===== config.mk =====
export PLATFORM = sky130hd
export DESIGN_NAME = weighted_polygon_measures_top
export DESIGN_NICKNAME = d
export VERILOG_FILES = /design/src/wpm_pkg.sv /design/src/weighted_polygon_measures_top.sv
export SDC_FILE = /design/constraint.sdc
export NUM_CORES = 2
export LEC_CHECK = 0
export ABC_AREA = 1
export BUFFER_PORTS_ARGS = -buffer_cell sky130_fd_sc_hd__buf_2
export CORE_ASPECT_RATIO = 1.1
export CORE_UTILIZATION = 58
export DETAILED_ROUTE_END_ITERATION = 8
export GPL_TIMING_DRIVEN = 0
export PLACE_DENSITY = 0.78
export RECOVER_POWER = 100
export SKIP_LAST_GASP = 1
export SLEW_MARGIN = 20
export SYNTH_ARGS = -nofsm -noshare
export SYNTH_HDL_FRONTEND = slang
export SYNTH_SLANG_ARGS = --single-unit

===== constraint.sdc =====
create_clock -name clk -period 6.5 [get_ports clk]
set_input_delay 0.65 -clock clk [delete_from_list [all_inputs] [get_ports clk]]
set_output_delay 0.65 -clock clk [all_outputs]
set_load 0.01 [all_outputs]

===== src/wpm_pkg.sv =====
// ----------------------------------------------------------------------------
// Weighted polygon measures package
// Widths, limits and saturation bounds shared by the polygon measures block.
// ----------------------------------------------------------------------------
`default_nettype none

package wpm_pkg;

	// Vertex count saturates at this limit.
	localparam int MAX_VERTICES = 1024;
	localparam int CNT_W        = $clog2(MAX_VERTICES + 1);

	// Field and accumulator widths.
	localparam int COORD_W  = 16;
	localparam int DIFF_W   = 17;
	localparam int PROD_W   = 34;
	localparam int AREA_W   = 48;
	localparam int PERIM_W  = 27;
	localparam int ROOT_W   = 17;
	localparam int MASS_W   = 26;
	localparam int MOMENT_W = 43;

	// Saturation bounds.
	localparam logic [PERIM_W-1:0] PERIM_MAX = {PERIM_W{1'b1}};
	localparam logic [MASS_W-1:0]  MASS_MAX  = {MASS_W{1'b1}};

	// Result status codes.
	localparam logic STATUS_OK        = 1'b0;
	localparam logic STATUS_ZERO_MASS = 1'b1;

endpackage

`default_nettype wire


===== src/weighted_polygon_measures_top.sv =====
// ----------------------------------------------------------------------------
// Weighted polygon measures
// Accumulates shoelace area, perimeter, total mass and mass moments over the
// vertices of a polygon and reports the measures with the weighted center on
// the marked last vertex. One shared multiplier, one square root step unit
// and one divide step unit run under a sequencer.
// ----------------------------------------------------------------------------
//
//  Channel | Direction | Handshake           | Fields
//  --------+-----------+---------------------+-------------------------------
//  in      | into      | in_valid / in_stall | point_x point_y point_mass
//          |           |                     | last_point
//  out     | out of    | out_valid/out_stall | signed_area perimeter_len
//          |           |                     | center_x center_y total_mass
//          |           |                     | result_status
//
//  A vertex without an edge (first of a polygon) runs the moment multiplies only.
//  A vertex with an edge runs the moment multiplies and the edge multiplies
//  (dx*dx, dy*dy, dx*sy), then 17 square root steps (2 bits each) of the shared
//  root unit for the edge length. The last vertex adds a closing edge and two 43-step
//  restoring divides for the center (skipped at zero total mass), then loads the result.
//  Reset clears all accumulators; in_stall stays high while an item is in work
//  and while a result waits for an earlier one to be taken.
`default_nettype none

module weighted_polygon_measures_top (
	input  wire logic                clk,
	input  wire logic                arst_n,
	input  wire logic                in_valid,
	output logic                     in_stall,
	input  wire logic signed [15:0]  point_x,
	input  wire logic signed [15:0]  point_y,
	input  wire logic        [15:0]  point_mass,
	input  wire logic                last_point,
	output logic                     out_valid,
	input  wire logic                out_stall,
	output logic signed [47:0]       signed_area,
	output logic        [26:0]       perimeter_len,
	output logic signed [15:0]       center_x,
	output logic signed [15:0]       center_y,
	output logic        [25:0]       total_mass,
	output logic                     result_status
);

	localparam int CW = wpm_pkg::COORD_W;
	localparam int DW = wpm_pkg::DIFF_W;
	localparam int PW = wpm_pkg::PROD_W;
	localparam int AW = wpm_pkg::AREA_W;
	localparam int LW = wpm_pkg::PERIM_W;
	localparam int RW = wpm_pkg::ROOT_W;
	localparam int MW = wpm_pkg::MASS_W;
	localparam int OW = wpm_pkg::MOMENT_W;
	localparam int NW = wpm_pkg::CNT_W;

	typedef enum logic [3:0] {
		S_IDLE, S_MX, S_MY, S_MACC,
		S_EDX, S_ESQX, S_ESQY, S_EAREA, S_EACC, S_SQRT, S_PADD,
		S_DSET, S_DIV, S_DFIN, S_OUT
	} state_t;

	state_t state_q;

	// Item and polygon state.
	logic signed [CW-1:0] cur_x_q, cur_y_q, first_x_q, first_y_q, prev_x_q, prev_y_q;
	logic [CW-1:0]        mass_in_q;
	logic                 last_q;
	logic                 closing_q;
	logic [NW-1:0]        count_q;

	// Accumulators.
	logic signed [AW-1:0] area_q;
	logic [LW-1:0]        perim_q;
	logic [MW-1:0]        mass_q;
	logic signed [OW-1:0] mom_x_q, mom_y_q;

	// Shared multiplier.
	logic signed [DW-1:0] mul_a, mul_b;
	logic signed [PW-1:0] prod_q;

	// Edge working registers.
	logic signed [DW-1:0] dx_q, dy_q, sy_q;
	logic [PW-1:0]        sq_q;

	// Square root unit.
	logic [PW-1:0]   rad_q;
	logic [RW+1:0]   rem_q;
	logic [RW-1:0]   root_q;
	logic [4:0]      step_q;
	logic [RW+3:0]   rt_rem;
	logic [RW+3:0]   rt_trial;

	// Divide unit.
	logic [OW-1:0]   quo_q;
	logic [MW-1:0]   drem_q;
	logic [MW:0]     dv_rem;
	logic            div_neg_q;
	logic            div_sel_q;
	logic [5:0]      dstep_q;
	logic signed [CW-1:0] cx_q, cy_q, dv_center;
	logic signed [OW-1:0] dv_mom;
	logic [OW-1:0]   dv_mag;

	// Saturating sums.
	logic signed [AW:0]   area_sum;
	logic signed [AW-1:0] area_next;
	logic [LW:0]          perim_sum;
	logic [MW:0]          mass_sum;
	logic signed [OW:0]   mom_sum;
	logic signed [OW-1:0] mom_next;
	logic signed [OW-1:0] mom_sel;
	logic signed [DW-1:0] ea_x, ea_y, eb_x, eb_y;

	assign in_stall = (state_q != S_IDLE);

	// Operand selection for the shared multiplier.
	always_comb begin
		unique case (state_q)
			S_MX: begin
				mul_a = DW'(cur_x_q);
				mul_b = $signed({1'b0, mass_in_q});
			end
			S_MY: begin
				mul_a = DW'(cur_y_q);
				mul_b = $signed({1'b0, mass_in_q});
			end
			S_ESQX: begin
				mul_a = dx_q;
				mul_b = dx_q;
			end
			S_ESQY: begin
				mul_a = dy_q;
				mul_b = dy_q;
			end
			default: begin
				mul_a = dx_q;
				mul_b = sy_q;
			end
		endcase
	end

	// Edge endpoints: previous to current, or current back to first.
	always_comb begin
		if (closing_q) begin
			ea_x = DW'(cur_x_q);
			ea_y = DW'(cur_y_q);
			eb_x = DW'(first_x_q);
			eb_y = DW'(first_y_q);
		end else begin
			ea_x = DW'(prev_x_q);
			ea_y = DW'(prev_y_q);
			eb_x = DW'(cur_x_q);
			eb_y = DW'(cur_y_q);
		end
	end

	// Saturating accumulation of the registered product, plus the perimeter and mass sums.
	always_comb begin
		area_sum = (AW+1)'(area_q) + (AW+1)'(prod_q);
		if (area_sum[AW] != area_sum[AW-1]) begin
			area_next = area_sum[AW] ? {1'b1, {(AW-1){1'b0}}} : {1'b0, {(AW-1){1'b1}}};
		end else begin
			area_next = area_sum[AW-1:0];
		end
		mom_sel = (state_q == S_MY) ? mom_x_q : mom_y_q;
		mom_sum = (OW+1)'(mom_sel) + (OW+1)'(prod_q);
		if (mom_sum[OW] != mom_sum[OW-1]) begin
			mom_next = mom_sum[OW] ? {1'b1, {(OW-1){1'b0}}} : {1'b0, {(OW-1){1'b1}}};
		end else begin
			mom_next = mom_sum[OW-1:0];
		end
		perim_sum = {1'b0, perim_q} + (LW+1)'(root_q);
		mass_sum  = {1'b0, mass_q} + (MW+1)'(mass_in_q);
	end

	// One square root step: two radicand bits per cycle.
	always_comb begin
		rt_rem   = {rem_q, rad_q[PW-1:PW-2]};
		rt_trial = {2'b00, root_q, 2'b01};
	end

	// Divide operand, one restoring divide step and the final center saturation.
	always_comb begin
		dv_mom = div_sel_q ? mom_y_q : mom_x_q;
		dv_mag = dv_mom[OW-1] ? OW'(-dv_mom) : OW'(dv_mom);
		dv_rem = {drem_q, quo_q[OW-1]};
		if (div_neg_q) begin
			dv_center = (quo_q > OW'(32768)) ? 16'sh8000 : -$signed(quo_q[CW-1:0]);
		end else begin
			dv_center = (quo_q > OW'(32767)) ? 16'sh7fff : $signed(quo_q[CW-1:0]);
		end
	end

	// Sequencer with state, datapath and output registers.
	always_ff @(posedge clk or negedge arst_n) begin
		if (!arst_n) begin
			state_q       <= S_IDLE;
			cur_x_q       <= '0;
			cur_y_q       <= '0;
			first_x_q     <= '0;
			first_y_q     <= '0;
			prev_x_q      <= '0;
			prev_y_q      <= '0;
			mass_in_q     <= '0;
			last_q        <= 1'b0;
			closing_q     <= 1'b0;
			count_q       <= '0;
			area_q        <= '0;
			perim_q       <= '0;
			mass_q        <= '0;
			mom_x_q       <= '0;
			mom_y_q       <= '0;
			prod_q        <= '0;
			dx_q          <= '0;
			dy_q          <= '0;
			sy_q          <= '0;
			sq_q          <= '0;
			rad_q         <= '0;
			rem_q         <= '0;
			root_q        <= '0;
			step_q        <= '0;
			quo_q         <= '0;
			drem_q        <= '0;
			div_neg_q     <= 1'b0;
			div_sel_q     <= 1'b0;
			dstep_q       <= '0;
			cx_q          <= '0;
			cy_q          <= '0;
			out_valid     <= 1'b0;
			signed_area   <= '0;
			perimeter_len <= '0;
			center_x      <= '0;
			center_y      <= '0;
			total_mass    <= '0;
			result_status <= wpm_pkg::STATUS_OK;
		end else begin
			prod_q <= PW'(mul_a * mul_b);
			// The result load in S_OUT sets the valid flag itself.
			if (out_valid && !out_stall && state_q != S_OUT) begin
				out_valid <= 1'b0;
			end
			unique case (state_q)
				S_IDLE: begin
					if (in_valid) begin
						cur_x_q   <= point_x;
						cur_y_q   <= point_y;
						mass_in_q <= point_mass;
						last_q    <= last_point;
						closing_q <= 1'b0;
						if (count_q == '0) begin
							first_x_q <= point_x;
							first_y_q <= point_y;
							prev_x_q  <= point_x;
							prev_y_q  <= point_y;
						end
						state_q <= S_MX;
					end
				end
				S_MX: begin
					state_q <= S_MY;
				end
				S_MY: begin
					mom_x_q <= mom_next;
					state_q <= S_MACC;
				end
				S_MACC: begin
					mom_y_q <= mom_next;
					mass_q  <= mass_sum[MW] ? wpm_pkg::MASS_MAX : mass_sum[MW-1:0];
					if (count_q != NW'(wpm_pkg::MAX_VERTICES)) begin
						count_q <= count_q + 1'b1;
					end
					if (count_q != '0) begin
						state_q <= S_EDX;
					end else if (last_q) begin
						closing_q <= 1'b1;
						state_q   <= S_EDX;
					end else begin
						state_q <= S_IDLE;
					end
				end
				S_EDX: begin
					dx_q <= eb_x - ea_x;
					dy_q <= eb_y - ea_y;
					sy_q <= eb_y + ea_y;
					if (!closing_q) begin
						prev_x_q <= cur_x_q;
						prev_y_q <= cur_y_q;
					end
					state_q <= S_ESQX;
				end
				S_ESQX: begin
					state_q <= S_ESQY;
				end
				S_ESQY: begin
					sq_q    <= prod_q;
					state_q <= S_EAREA;
				end
				S_EAREA: begin
					sq_q    <= sq_q + prod_q;
					state_q <= S_EACC;
				end
				S_EACC: begin
					area_q  <= area_next;
					rad_q   <= sq_q;
					rem_q   <= '0;
					root_q  <= '0;
					step_q  <= 5'(RW - 1);
					state_q <= S_SQRT;
				end
				S_SQRT: begin
					rad_q <= {rad_q[PW-3:0], 2'b00};
					if (rt_rem >= rt_trial) begin
						rem_q  <= (RW+2)'(rt_rem - rt_trial);
						root_q <= {root_q[RW-2:0], 1'b1};
					end else begin
						rem_q  <= rt_rem[RW+1:0];
						root_q <= {root_q[RW-2:0], 1'b0};
					end
					step_q <= step_q - 1'b1;
					if (step_q == '0) begin
						state_q <= S_PADD;
					end
				end
				S_PADD: begin
					perim_q <= perim_sum[LW] ? wpm_pkg::PERIM_MAX : perim_sum[LW-1:0];
					if (closing_q) begin
						div_sel_q <= 1'b0;
						state_q   <= S_DSET;
					end else if (last_q) begin
						closing_q <= 1'b1;
						state_q   <= S_EDX;
					end else begin
						state_q <= S_IDLE;
					end
				end
				S_DSET: begin
					if (mass_q == '0) begin
						cx_q    <= '0;
						cy_q    <= '0;
						state_q <= S_OUT;
					end else begin
						// Divide the moment magnitude and restore the sign at the end.
						div_neg_q <= dv_mom[OW-1];
						quo_q     <= dv_mag;
						drem_q    <= '0;
						dstep_q   <= 6'(OW - 1);
						state_q   <= S_DIV;
					end
				end
				S_DIV: begin
					if (dv_rem >= {1'b0, mass_q}) begin
						drem_q <= MW'(dv_rem - {1'b0, mass_q});
						quo_q  <= {quo_q[OW-2:0], 1'b1};
					end else begin
						drem_q <= dv_rem[MW-1:0];
						quo_q  <= {quo_q[OW-2:0], 1'b0};
					end
					dstep_q <= dstep_q - 1'b1;
					if (dstep_q == '0) begin
						state_q <= S_DFIN;
					end
				end
				S_DFIN: begin
					if (div_sel_q) begin
						cy_q    <= dv_center;
						state_q <= S_OUT;
					end else begin
						cx_q      <= dv_center;
						div_sel_q <= 1'b1;
						state_q   <= S_DSET;
					end
				end
				S_OUT: begin
					if (!out_valid || !out_stall) begin
						out_valid     <= 1'b1;
						signed_area   <= area_q >>> 1;
						perimeter_len <= perim_q;
						center_x      <= cx_q;
						center_y      <= cy_q;
						total_mass    <= mass_q;
						result_status <= (mass_q == '0) ? wpm_pkg::STATUS_ZERO_MASS
						                                : wpm_pkg::STATUS_OK;
						area_q        <= '0;
						perim_q       <= '0;
						mass_q        <= '0;
						mom_x_q       <= '0;
						mom_y_q       <= '0;
						count_q       <= '0;
						first_x_q     <= '0;
						first_y_q     <= '0;
						prev_x_q      <= '0;
						prev_y_q      <= '0;
						state_q       <= S_IDLE;
					end
				end
				default: begin
					state_q <= S_IDLE;
				end
			endcase
		end
	end

	// An accepted item always keeps the block busy in the next cycle.
	assert property (@(posedge clk) disable iff (!arst_n)
		in_valid && !in_stall |=> in_stall)
		else $error("block ready right after accepting an item");

	// A zero-mass result carries a zero center.
	assert property (@(posedge clk) disable iff (!arst_n)
		out_valid && result_status |-> center_x == '0 && center_y == '0)
		else $error("zero-mass result with nonzero center");

	// The error status is set exactly when the total mass is zero.
	assert property (@(posedge clk) disable iff (!arst_n)
		out_valid |-> (result_status == (total_mass == '0)))
		else $error("status does not match total mass");

endmodule

`default_nettype wire

=== Word-level counts from Yosys, hierarchy flattened ===
Index checks and enable logic that the tools add are counted.
Widths: inputs -> output; s select.

* Bits in registers: 753
* Input bits: 53
* Output and inout bits: 136
* Word-level logic and storage cells: 216

* Add/subtract/negate cells: 15
* $mul: 1
* $lt $le $gt $ge: 4
* Equal/unequal tests: 32
* Multiplexer cells: 83
* Bitwise gates (word level): 1
* Reduce and logical (&&, ||, !) cells: 41

{| class="wikitable"
|+ Operator list
! operator !! count
|-
| $mux 43 || 7
|-
| $pmux 43 s2 || 3
|-
| $mux 16 || 13
|-
| $mux 48 || 3
|-
| $pmux 34 s2 || 2
|-
| $pmux 16 s2 || 4
|-
| $mux 26 || 4
|-
| $pmux 26 s2 || 2
|-
| $pmux 17 s3 || 2
|-
| $pmux 16 s3 || 2
|-
| $pmux 48 s2 || 1
|-
| $mux 17 || 4
|-
| $pmux 4 s15 || 1
|-
| $mux 27 || 2
|-
| $pmux 27 s2 || 1
|-
| $add 48x34->49 || 1
|-
| $add 43x34->44 || 1
|-
| $gt 43x15->1 const B || 1
|-
| $gt 43x16->1 const B || 1
|-
| $neg 43->43 || 1
|-
| $pmux 19 s2 || 1
|-
| $add 34x34->34 || 1
|-
| $mul 17x17->34 || 1
|-
| $pmux 17 s2 || 1
|-
| other kinds (50) || 117
|}

=== Longest topological paths before layout ===
* Depth after elaboration: 6
* Mapped depth: 35
* Gate-level depth less buffers: 34

=== Worst setup path before layout ===
No wires, ideal clock.

* Kind: register to register
* Start point: register state_q[3]
* End point: register prod_q[33]
* Data arrival time: 6.750 ns
* Slack: -0.378 ns
* Cell stages (with the launch flop): 30
* Buffers on the path: 1
* Period minus slack after synthesis: 6.878 ns
* Cell sequence: dfrtp_1 > nor2_1 > inv_2 > nor2_2 > inv_2 > o22ai_2 > nand3b_1 > o21a_2 > inv_2 > buf_2 > nor2_1 > inv_2 > fa_1 > inv_1 > fa_1 > inv_1 > fa_1 > inv_1 > fa_1 > inv_1 > fa_1 > fa_1 > inv_1 > ha_1 > inv_1 > nor3_1 > nand2_1 > nor3_1 > a21oi_1 > xor2_1

* Word-level cells in the longest chain between the ends: 4
* Elaborated cells on any way between the ends: 8
* Those cells by class: 1 x mul; 4 x eq/ne; 2 x mux; 1 x reduce/logical

{| class="wikitable"
|+ RTL lines
! element !! line !! text
|-
| from (decl) || weighted_polygon_measures_top.sv:61 || <nowiki>state_t state_q;</nowiki>
|-
| from (signal assigned) || weighted_polygon_measures_top.sv:196 || <nowiki>state_q <= S_IDLE;</nowiki>
|-
| from (signal assigned) || weighted_polygon_measures_top.sv:255 || <nowiki>state_q <= S_MX;</nowiki>
|-
| from (signal assigned) || weighted_polygon_measures_top.sv:259 || <nowiki>state_q <= S_MY;</nowiki>
|-
| $eq 4x2->1 / $eq 4x1->1 (equally long branches) || weighted_polygon_measures_top.sv:117 || <nowiki>unique case (state_q)</nowiki>
|-
| $reduce_or 2->1 (no line) || - ||
|-
| $pmux 17 s3 || weighted_polygon_measures_top.sv:117 ||
|-
| $mul 17x17->34 * || weighted_polygon_measures_top.sv:236 || <nowiki>prod_q <= PW'(mul_a * mul_b);</nowiki>
|-
| to (signal assigned) || weighted_polygon_measures_top.sv:236 ||
|-
| to (decl) || weighted_polygon_measures_top.sv:78 || <nowiki>logic signed [PW-1:0] prod_q;</nowiki>
|}

Every way passes the cells marked *; elsewhere a longest branch is shown, timed or not.
A chain may end at the register's enable or synchronous reset.

=== Final worst setup path ===
* Start point: register state_q[1]
* End point: register prod_q[30]

Same word-level chain as after synthesis.

==> metrics.csv <==
stage,metric,value,unit
sta,RSZ-0062 raised after global routing,yes,
min_path,WHS Endpoint,mass_in_q[8]$_DFFE_PN0P_,
synth,"top cells by area, synth","dfrtp_1, nand2_1, fa_1",
setup_path,Crit path required time,7120,ps
cts,worst skew pair latency,730,ps
outcome,status,finished with violations,
synth,leading area contributor after synthesis,dfrtp_1,
cts,htree depth,3,
synth,"EDFF count, synth",0,
cts,CTS sink count,752,
synth,Mapped Area,62000,um2
setup_path,Reg2Reg Capture Point,prod_q[30]$_DFF_PN0_,
detailed_routing,DR iter-0 viols,6256,
global_routing,first-pass GRT wire length,340000,um
placement,hpwl dp,173000,um
setup_path,"reg-to-reg slack, setup",-620,ps
synth,Synth Register Bits,752,
global_routing,grt ovf,0,
sta,slew of the pin with the lowest slew margin,2950,ps
detailed_routing,Wirelength per Cell,21.3,um
setup_path,Most common cell on crit path,fa_1,
floorplanning,total die area,108000,um2
detailed_routing,DRT Pass-1 Iters,7,
synth,Synth Flop Type,dfrtp_1,
detailed_routing,remaining antenna violation count,0,
placement,IO buf count,188,
layout,share of cells above drive strength 1,10.2,%
setup_path,Worst Path Arrival,7730,ps
min_path,HP Start,point_mass[8],
detailed_routing,DRC,0,
synth,post-synthesis sequential area ratio,30.3,%
setup_path,CP max-delay cell,fa_2,
synth,Cells after Synth,8676,
cts,CTS root buf,clkbuf_16,
min_path,Worst Hold Depth,3,
sta,"Period Utilization, post-route",109,%
layout,final core occ,67.5,%
global_routing,largest net degree at the start of global routing,104,
cts,CTS tree,built,
setup_path,CP max stage delay,660,ps
synth,most frequent cells after synthesis,"nand2_1, inv_1, dfrtp_1",
layout,NumNets Final,9857,
sta,Final Setup Violations,16,
global_routing,initial antenna violation count,3,
sta,Fin. Hold Viols,0,
synth,"count leader, synth",nand2_1,
setup_path,Critical Path Fanout Max,6,
run,max_cap viols,3,
cts,Clock Tree Buf Depth,3,
synth,Netlist cell types,64,
floorplanning,io pins,189,
global_routing,vias in the first global route,60000,
sta,Max-Slew Margin vs Limit,-96.6,%
setup_path,Crit Reg-Reg Startpoint,state_q[1]$_DFFE_PN0P_,
cts,Num CTS Buffers,84,
setup_path,worst r2r path cells,30,
synth,"Warnings, synthesis",0,
floorplanning,Die Y,345,um
detailed_routing,Via density,5.87,
synth,syn avg cell area,7.15,um2
min_path,Worst Hold Class,in2reg,
sta,Max Freq,0.141,GHz
sta,fin crit period,7120,ps
cts,clock slew at reported path FFs,70,ps
synth,Synthesized Nets,9378,
placement,routability cong.,1.06,
floorplanning,row count,125,
setup_path,CP endpoint kind,flop,
sta,"Slew Viols, Final",200,
sta,clk_skew,57.4,ps
outcome,failing checks,"capacitance limit, slew limit, setup timing",
floorplanning,Die X,314,um
global_routing,GRT Overall Usage,40.7,%
synth,post-synth top area share,30.3,%
floorplanning,Starting Density,58.7,%
setup_path,crit path kind,reg2reg,
detailed_routing,WL final,226000,um
detailed_routing,via count,62400,
setup_path,nature of the critical path startpoint,flop,
floorplanning,core area,106000,um2
sta,fin worst setup slack,-617,ps
layout,synth-to-layout area growth,15.1,%
synth,ys async rst share,100,%
[timing repair]
action                                  in CTS  in global routing
gates cloned                                 2                  1
endpoints found under the setup margin      24                 22
gates resized for setup                    353                197
endpoints found under the hold margin       52                  0
setup buffers                              139                 55
hold buffers                                 1                  0
pin swaps                                  147                126
[worst max path at each step]
stage / from / slack (ps) / endpoint / depth (start not counted)
2_1_floorplan: state_q[3]$_DFFE_PN0P_ / -6 / prod_q[33]$_DFF_PN0_ / 29
3_3_place_gp: arst_n / -12490 / state_q[3]$_DFFE_PN0P_ / 1
3_5_place_dp: state_q[1]$_DFFE_PN0P_ / -1840 / prod_q[30]$_DFF_PN0_ / 26
4_1_cts: state_q[1]$_DFFE_PN0P_ / -270 / prod_q[30]$_DFF_PN0_ / 28
5_1_grt: state_q[1]$_DFFE_PN0P_ / -800 / prod_q[30]$_DFF_PN0_ / 30
6_report: state_q[1]$_DFFE_PN0P_ / -620 / prod_q[30]$_DFF_PN0_ / 30
[area by class of cell]
cell class | count | area (um2)
clock inverter | 38 | 549
timing repair buffer | 393 | 2770
fill | 9135 | 34300
buffer | 285 | 1560
sequential | 752 | 18800
antenna | 1 | 2.50
multi-input combinational | 6381 | 38800
clock buffer | 114 | 2370
tap | 1397 | 1750
inverter | 1258 | 4810
[critical path: cells and delay by family, from the launching register on]
family / cells / cell delay [ps]
compound gates: 4 / 870
xor+xnor: 1 / 210
fa+ha+maj: 7 / 3340
buf+inv: 9 / 830
flops: 1 / 440
simple gates: 9 / 1270
[per-layer routing]
metal	vias to the layer above	global-route usage (%)	wire, um
li1	28800	-	-
met4	0	24.3	15100
met5	-	0	0
met2	2978	66.1	104000
met3	777	6.90	18900
met1	29800	51.3	88100
[registers in the layout, indices dropped and copies added (netlist names), 34 cells and up]
signal,cells
area_q,48
mom_x_q,43
mom_y_q,43
prod_q,34
quo_q,43
rad_q,34
signed_area,47
sq_q,34
[logic make-up after synthesis]
| family | synth area share, % |
|---|---|
| and+or+nand+nor | 27.0 |
| buffers and inverters | 9.71 |
| AOI/OAI and AO/OA | 13.1 |
| DFF | 30.3 |
| adders and majority gates | 16.8 |
| xor gates and xnor gates | 3.02 |
[stage by stage]
step	setup WS, ps	TNS (ps)	instances	area, um2	hold WS [ps]
after CTS	-275	-1820	10600	70500	123
after global placement	-12490	-8247820	10300	64700	450
after global routing	-804	-51730	10600	71400	142
final	-617	-5490	10600	71400	149
after detailed placement	-1840	-25200	10300	65000	453
after floorplan	-6.45	-6.45	8676	62000	354
[layout by cell type, fill, tap and decap left out, types with 78 or more instances in the layout]
cell type,instances
clkbuf_16,87
inv_2,78
nand2_1,2508
nor2_1,623
buf_4,167
xnor2_1,106
nand3_1,516
fa_1,281
dfrtp_1,748
nand4_1,126
ha_1,315
inv_1,1150
clkbuf_1,316
xor2_1,107
a21oi_1,340
o21ai_0,675
buf_2,106
Power is left out: the tool's default activity adds up to more than one toggle a clock period on the data nets, which glitch-free logic cannot reach.
